## src/rtl/core/aobt_pkg.sv

```systemverilog
// ----------------------------------------------------------------------------
// aobt_pkg
// shared constants, types and helpers for the binomial option pricer
// ----------------------------------------------------------------------------
package aobt_pkg;

   localparam int MaxSteps   = 256;
   localparam int Lanes      = MaxSteps + 1;
   localparam int AddrW      = $clog2(Lanes);
   localparam int StepW      = 9;
   localparam int FactorFrac = 30;

   localparam logic [0:0] CSR_STEP_COUNT   = 1'b0;
   localparam logic [0:0] CSR_STRIKE_PRICE = 1'b1;

   // datapath operations
   localparam logic [2:0] OP_NONE   = 3'd0;
   localparam logic [2:0] OP_CENTER = 3'd1;  // write centre leaf
   localparam logic [2:0] OP_UPLEAF = 3'd2;  // leaf j from leaf j-1 times u*u
   localparam logic [2:0] OP_DNLEAF = 3'd3;  // leaf j-1 from leaf j times d*d
   localparam logic [2:0] OP_SEED   = 3'd4;  // payoff of leaf j
   localparam logic [2:0] OP_NODE   = 3'd5;  // interior node update

   typedef struct packed {
      logic             start;
      logic [2:0]       op;
      logic [AddrW-1:0] idx;
      logic             odd;
      logic             up_side;
   } cmd_type;

   typedef struct packed {
      logic busy;
   } status_type;

   function automatic logic [31:0] sat32(input logic [63:0] v);
      sat32 = (v[63:32] != 32'd0) ? 32'hFFFF_FFFF : v[31:0];
   endfunction

   function automatic logic [31:0] payoff(input logic [31:0] price,
                                          input logic [31:0] strike,
                                          input logic call);
      logic [31:0] r;
      r = 32'd0;
      if (call) begin
         if (price > strike) r = price - strike;
      end else begin
         if (strike > price) r = strike - price;
      end
      payoff = r;
   endfunction

endpackage

```

## src/rtl/core/aobt_ctrl.sv

```systemverilog
// ----------------------------------------------------------------------------
// aobt_ctrl
// sequencer over leaf build, payoff seed and backward induction
// ----------------------------------------------------------------------------
module aobt_ctrl (
   input  logic                 clock,
   input  logic                 reset,
   input  logic                 req_valid,
   output logic                 req_stall,
   output logic                 rsp_valid,
   input  logic                 rsp_stall,
   input  logic [8:0]           steps,
   input  aobt_pkg::status_type status,
   output aobt_pkg::cmd_type    cmd
);
   import aobt_pkg::*;

   localparam logic [2:0] S_IDLE = 3'd0, S_CTR = 3'd1, S_UP = 3'd2, S_DN = 3'd3,
                          S_SEED = 3'd4, S_NODE = 3'd5, S_LAST = 3'd6, S_OUT = 3'd7;

   logic [2:0]       st_ff, st_in;
   logic [AddrW-1:0] n_ff, n_in, j_ff, j_in, t_ff, t_in, c_ff, c_in;
   logic             issued_ff, issued_in;
   logic [StepW-1:0] nsat;
   logic             take;

   always_comb begin
      nsat = steps;
      if (steps == 9'd0) nsat = 9'd1;
      else if (steps > 9'(MaxSteps)) nsat = 9'(MaxSteps);
   end

   assign take      = req_valid && (st_ff == S_IDLE);
   assign req_stall = (st_ff != S_IDLE);
   assign rsp_valid = (st_ff == S_OUT);

   always_ff @(posedge clock) begin
      if (reset) begin
         st_ff <= S_IDLE; issued_ff <= 1'b0;
      end else begin
         st_ff <= st_in; issued_ff <= issued_in;
      end
      n_ff <= n_in; j_ff <= j_in; t_ff <= t_in; c_ff <= c_in;
   end

   // one op issued at a time; advance once the datapath finishes
   always_comb begin
      logic done;
      st_in = st_ff; n_in = n_ff; j_in = j_ff; t_in = t_ff; c_in = c_ff;
      issued_in = issued_ff;
      cmd = '0;
      cmd.start = take;
      cmd.odd = n_ff[0];
      cmd.idx = j_ff;
      done = issued_ff && !status.busy;
      unique case (st_ff)
         S_IDLE: begin
            if (take) begin
               n_in = nsat[AddrW-1:0];
               c_in = AddrW'(nsat[AddrW-1:1]);
               j_in = AddrW'(nsat[AddrW-1:1]);
               st_in = S_CTR;
            end
         end
         S_OUT: if (!rsp_stall) st_in = S_IDLE;
         default: begin
            if (!issued_ff) begin
               issued_in = 1'b1;
               unique case (st_ff)
                  S_CTR:  cmd.op = OP_CENTER;
                  S_UP:   cmd.op = OP_UPLEAF;
                  S_DN:   cmd.op = OP_DNLEAF;
                  S_SEED: cmd.op = OP_SEED;
                  S_NODE: begin
                     cmd.op = OP_NODE;
                     cmd.up_side = ({1'b0, j_ff, 1'b0} > {2'b0, t_ff});
                  end
                  default: cmd.op = OP_NONE;
               endcase
            end else if (done) begin
               issued_in = 1'b0;
               unique case (st_ff)
                  S_CTR: begin
                     j_in = c_ff + AddrW'(1);
                     st_in = (c_ff == n_ff) ? S_DN : S_UP;
                     if (c_ff == n_ff) j_in = c_ff;
                     if (c_ff == n_ff && c_ff == '0) begin st_in = S_SEED; end
                  end
                  S_UP: begin
                     if (j_ff == n_ff) begin
                        j_in = c_ff;
                        st_in = (c_ff == '0) ? S_SEED : S_DN;
                     end else j_in = j_ff + AddrW'(1);
                  end
                  S_DN: begin
                     if (j_ff == AddrW'(1)) begin j_in = '0; st_in = S_SEED; end
                     else j_in = j_ff - AddrW'(1);
                  end
                  S_SEED: begin
                     if (j_ff == n_ff) begin
                        j_in = '0; t_in = n_ff - AddrW'(1); st_in = S_NODE;
                     end else j_in = j_ff + AddrW'(1);
                  end
                  S_NODE: begin
                     if (j_ff == t_ff) begin
                        j_in = '0;
                        if (t_ff == '0) st_in = S_LAST;
                        else t_in = t_ff - AddrW'(1);
                     end else j_in = j_ff + AddrW'(1);
                  end
                  default: st_in = S_OUT;
               endcase
            end
         end
      endcase
      // last: a no-op step; the root value was latched at the end of the last node op
      if (st_ff == S_LAST && done) st_in = S_OUT;
   end

endmodule

```

## config.mk

```make
export PLATFORM = sky130hd
export DESIGN_NAME = aobt_ctrl
export DESIGN_NICKNAME = d
export VERILOG_FILES = /design/src/rtl/core/aobt_pkg.sv /design/src/rtl/core/aobt_ctrl.sv
export SDC_FILE = /design/constraint.sdc
export NUM_CORES = 1
export LEC_CHECK = 0
export BUFFER_PORTS_ARGS = -buffer_cell sky130_fd_sc_hd__buf_2
export CORE_UTILIZATION = 54
export DETAILED_ROUTE_END_ITERATION = 7
export HOLD_SLACK_MARGIN = 0.05
export PLACE_DENSITY = 0.87
export SLEW_MARGIN = 40
export SYNTH_ARGS = -nofsm -noshare
export SYNTH_HDL_FRONTEND = slang
export SYNTH_SLANG_ARGS = --single-unit
```

## constraint.sdc

```tcl
create_clock -name clock -period 2.3 [get_ports clock]
set_input_delay 0.115 -clock clock [delete_from_list [all_inputs] [get_ports clock]]
set_output_delay 0.115 -clock clock [all_outputs]
set_load 0.05 [all_outputs]
```

==> impl_results.md <==
- First-pass GRT wire length: 15600 um
- Cell family with most CP delay: compound AO/OA/AOI/OAI gates
- Setup violations, final: 3
- Static leakage: around 1.8 nW
- Most frequent cells in the layout: 83 x buf_4, 39 x nor2_1, 29 x buf_2
- Fin nets: 498
- TritonRoute pass-1 iters: 5
- Starting Density: 55.9%
- Fin. max-slew vios: 0
- Violated checks: setup timing
- Vias/cell: 6.31
- GP Congestion: about 1.0
- Final core occ: 76.3%
- Die Span X: 77.3 um
- Period utilization: 102%
- Async set or reset register ratio after synthesis: 0%
- PortBufs: 30
- HP Class: in2reg
- Post-route ant nets: 0
- Initial antenna violation count: 0
- P per Cell Area: 1450 nW/um2
- Routed Wire Length: 10700 um
- Status: finished with violations
- Crit Path Class: reg2out
- HPWL Detailed: just over 7000 um
- Hold Violations, Final: 0
- CP Launch Type: flop
- Setup slack after layout: -0.0451 ns
- Slowest stage cell, crit path: edfxtp_1
- Relative slew slack: 60.4%
- Share of cells above drive strength 1: 35.3%
- Worst path bufs/invs: 3
- Transition time of the tightest slew-check pin: about 0.59 ns
- H-Tree Depth: 2
- Worst-Skew Late Latency: 0.30 ns
- RSZ-0062 raised after global routing: true
- Mapped Cells: 358
- Crit-path cells: buf_6 -> ha_2 -> a21oi_2 -> nor2b_1 -> o21ai_1 -> a21oi_2 -> a2111oi_2 -> buf_4 -> nor4_4 -> buf_6
- Data arrival, critical path: 2.23 ns
- Site Rows: 27
- Clock Path Buffers: 2
- Finished Cell Area: ~4200 um2
- Number of global-route vias before repair: approximately 3200
- Largest net degree at the start of global routing: 17
- CTS Buf Count: 5
- Netlist cell types: 55
- Max-Cap Viols: 0
- Synth Warn #: 0
- CTS Sinks: 31
- CP Capture Type: primary output
- Commonest non-fill, non-tap cell in the layout: buf_4
- Synthesized flop and latch total: 31
- Req. time, crit path: 2.18 ns
- 1st-iter DRT viols: ~420
- Clock-pin slew on the worst setup and hold paths: 0.08 ns
- Setup Skew: 0.0203 ns
- CTS tree: yes
- Tmin final: 2.35 ns
- Peak supply drop: 0.000933 V
- CTS root buffer: clkbuf_8
- Core area: 5470 um2
- Post-Syn Area per Cell: around 8.5 um2
- CP max stage delay: just over 0.4 ns
- Post-Place Cells: 496
- Synth Flop Type: edfxtp_1
- Syn Nets: ~400
- # IOs: 31
- Total global-route track usage: 34.2%
- Die Ht: 77.3 um
- Syn-to-layout area delta: 36.4%
- Die area: 5970 um2
- Post-Syn Area: 3060 um2
- Drc violations: 0
- Antenna Cells: 0
- Post-Layout Cell Count: 534
- Critical Path Fanout Max: 5
- Fmax: 426 MHz
- Per-cell routed wire length: 20.1 um
- EDFF count, synth: 27
- Via count: 3371
- Grt ovf: 0
- Post-synthesis sequential area ratio: 29.1%
- DP Area: 3630 um2
-- cell families (layout without fill, tap and decap cells) --
family                     Yosys count  after routing  synth area share [%]
xor gates and xnor gates            44             44                  12.6
DFF                                 31             31                  29.1
buffers and inverters               48            152                  8.34
adders and majority gates           23             23                  9.40
AOI/OAI and AO/OA                   71             71                  15.2
muxes                                2              2                 0.654
and+or+nand+nor                    139            139                  24.7
-- worst min-delay path, delay by kind of cell --
kind / cells / cell delay [ns]
buffers and inverters: 1 / 0.08
AND/OR/NAND/NOR: 1 / 0.08
AO/OA/AOI/OAI: 1 / 0.03
-- layout make-up --
cell class | instances | area, um2
fillers | 367 | 1300
multi-input cells | 279 | 2160
clock buffers | 7 | 86.3
clock inverters | 1 | 5.00
flip-flops and latches | 31 | 893
inverters | 26 | 97.6
repair buffers | 118 | 843
well taps | 72 | 90.1
-- routing by layer --
layer | share of wire [%] | GRT usage (%) | vias up
met5 | 0 | 0 | -
met4 | 4.2 | 16.4 | 0
met3 | 11 | 6.55 | 51
met2 | 48 | 56.0 | 269
met1 | 38 | 42.9 | 1554
li1 | - | - | 1497
-- metrics by stage --
step / TNS [ns] / total power, mW / hold slack (ns) / setup slack (ns)
floorplan: -0.224 / 3.67 / 0.186 / -0.114
global placement: -0.0195 / 4.66 / 0.333 / -0.0189
detailed placement: -0.0481 / 4.74 / 0.346 / -0.0481
CTS: 0 / 5.42 / 0.143 / 0.00183
global route: -1.31 / 6.35 / 0.142 / -0.118
finish: -0.107 / 6.06 / 0.139 / -0.0451
-- Yosys cell counts (all sizes together) (2+ instances only) --
master / instances / area share [%]
o21ai: 17 / 2.8
o21a: 4 / 0.98
o31ai: 2 / 0.49
and4: 2 / 0.57
mux2i: 2 / 0.65
and2: 3 / 0.61
nor3: 16 / 3.0
dfxtp: 4 / 2.6
xnor2: 32 / 9.2
xor2: 12 / 3.4
nand2: 16 / 2.0
edfxtp: 27 / 26
nand4: 7 / 1.4
nand2b: 5 / 1.0
nor4: 10 / 2.5
nand3: 16 / 2.6
buf: 17 / 4.5
clkbuf: 5 / 0.61
o22ai: 2 / 0.41
nor4b: 3 / 1.1
nor2b: 8 / 1.6
and3: 5 / 1.0
a21oi: 18 / 2.9
a22oi: 2 / 0.49
a221o: 3 / 0.98
o32ai: 2 / 0.82
a2111oi: 2 / 0.57
a31oi: 3 / 0.61
or4: 2 / 0.61
o211ai: 2 / 0.49
nor2: 40 / 5.0
inv: 26 / 3.2
ha: 23 / 9.4
a221oi: 4 / 1.1
a211oi: 6 / 1.5
-- final timing paths --
check	to	slack (ns)	depth (start not counted)	from
worst max-delay path	cmd[0]	-0.05	10	j_ff[1]
worst max register to register	st_ff[0]	-0.03	6	t_ff[3]
worst min-delay path	n_ff[0]	0.14	3	steps[0]
worst min register to register	issued_ff	0.68	2	issued_ff
-- state kept, by name, indices dropped and copies added, names as in the netlist --
name       count
issued_ff      1
st_ff          3
t_ff           9
n_ff           9
j_ff           9
-- power by group --
group / switching, mW / internal, mW / total (mW)
clock network: 0.227 / 0.242 / 0.469
logic: 2.60 / 1.80 / 4.40
registers: 0.296 / 0.904 / 1.20
-- what timing repair did --
action | 4_1_cts | 5_1_grt
hold buffers | 1 | 0
pin swaps | 5 | 19
buffers inserted | 16 | 13
resized for setup | 7 | 37
setup endpoints to repair | 3 | 24
endpoints found under the hold margin | 1 | 0
Power figures use the tool's default switching activity.
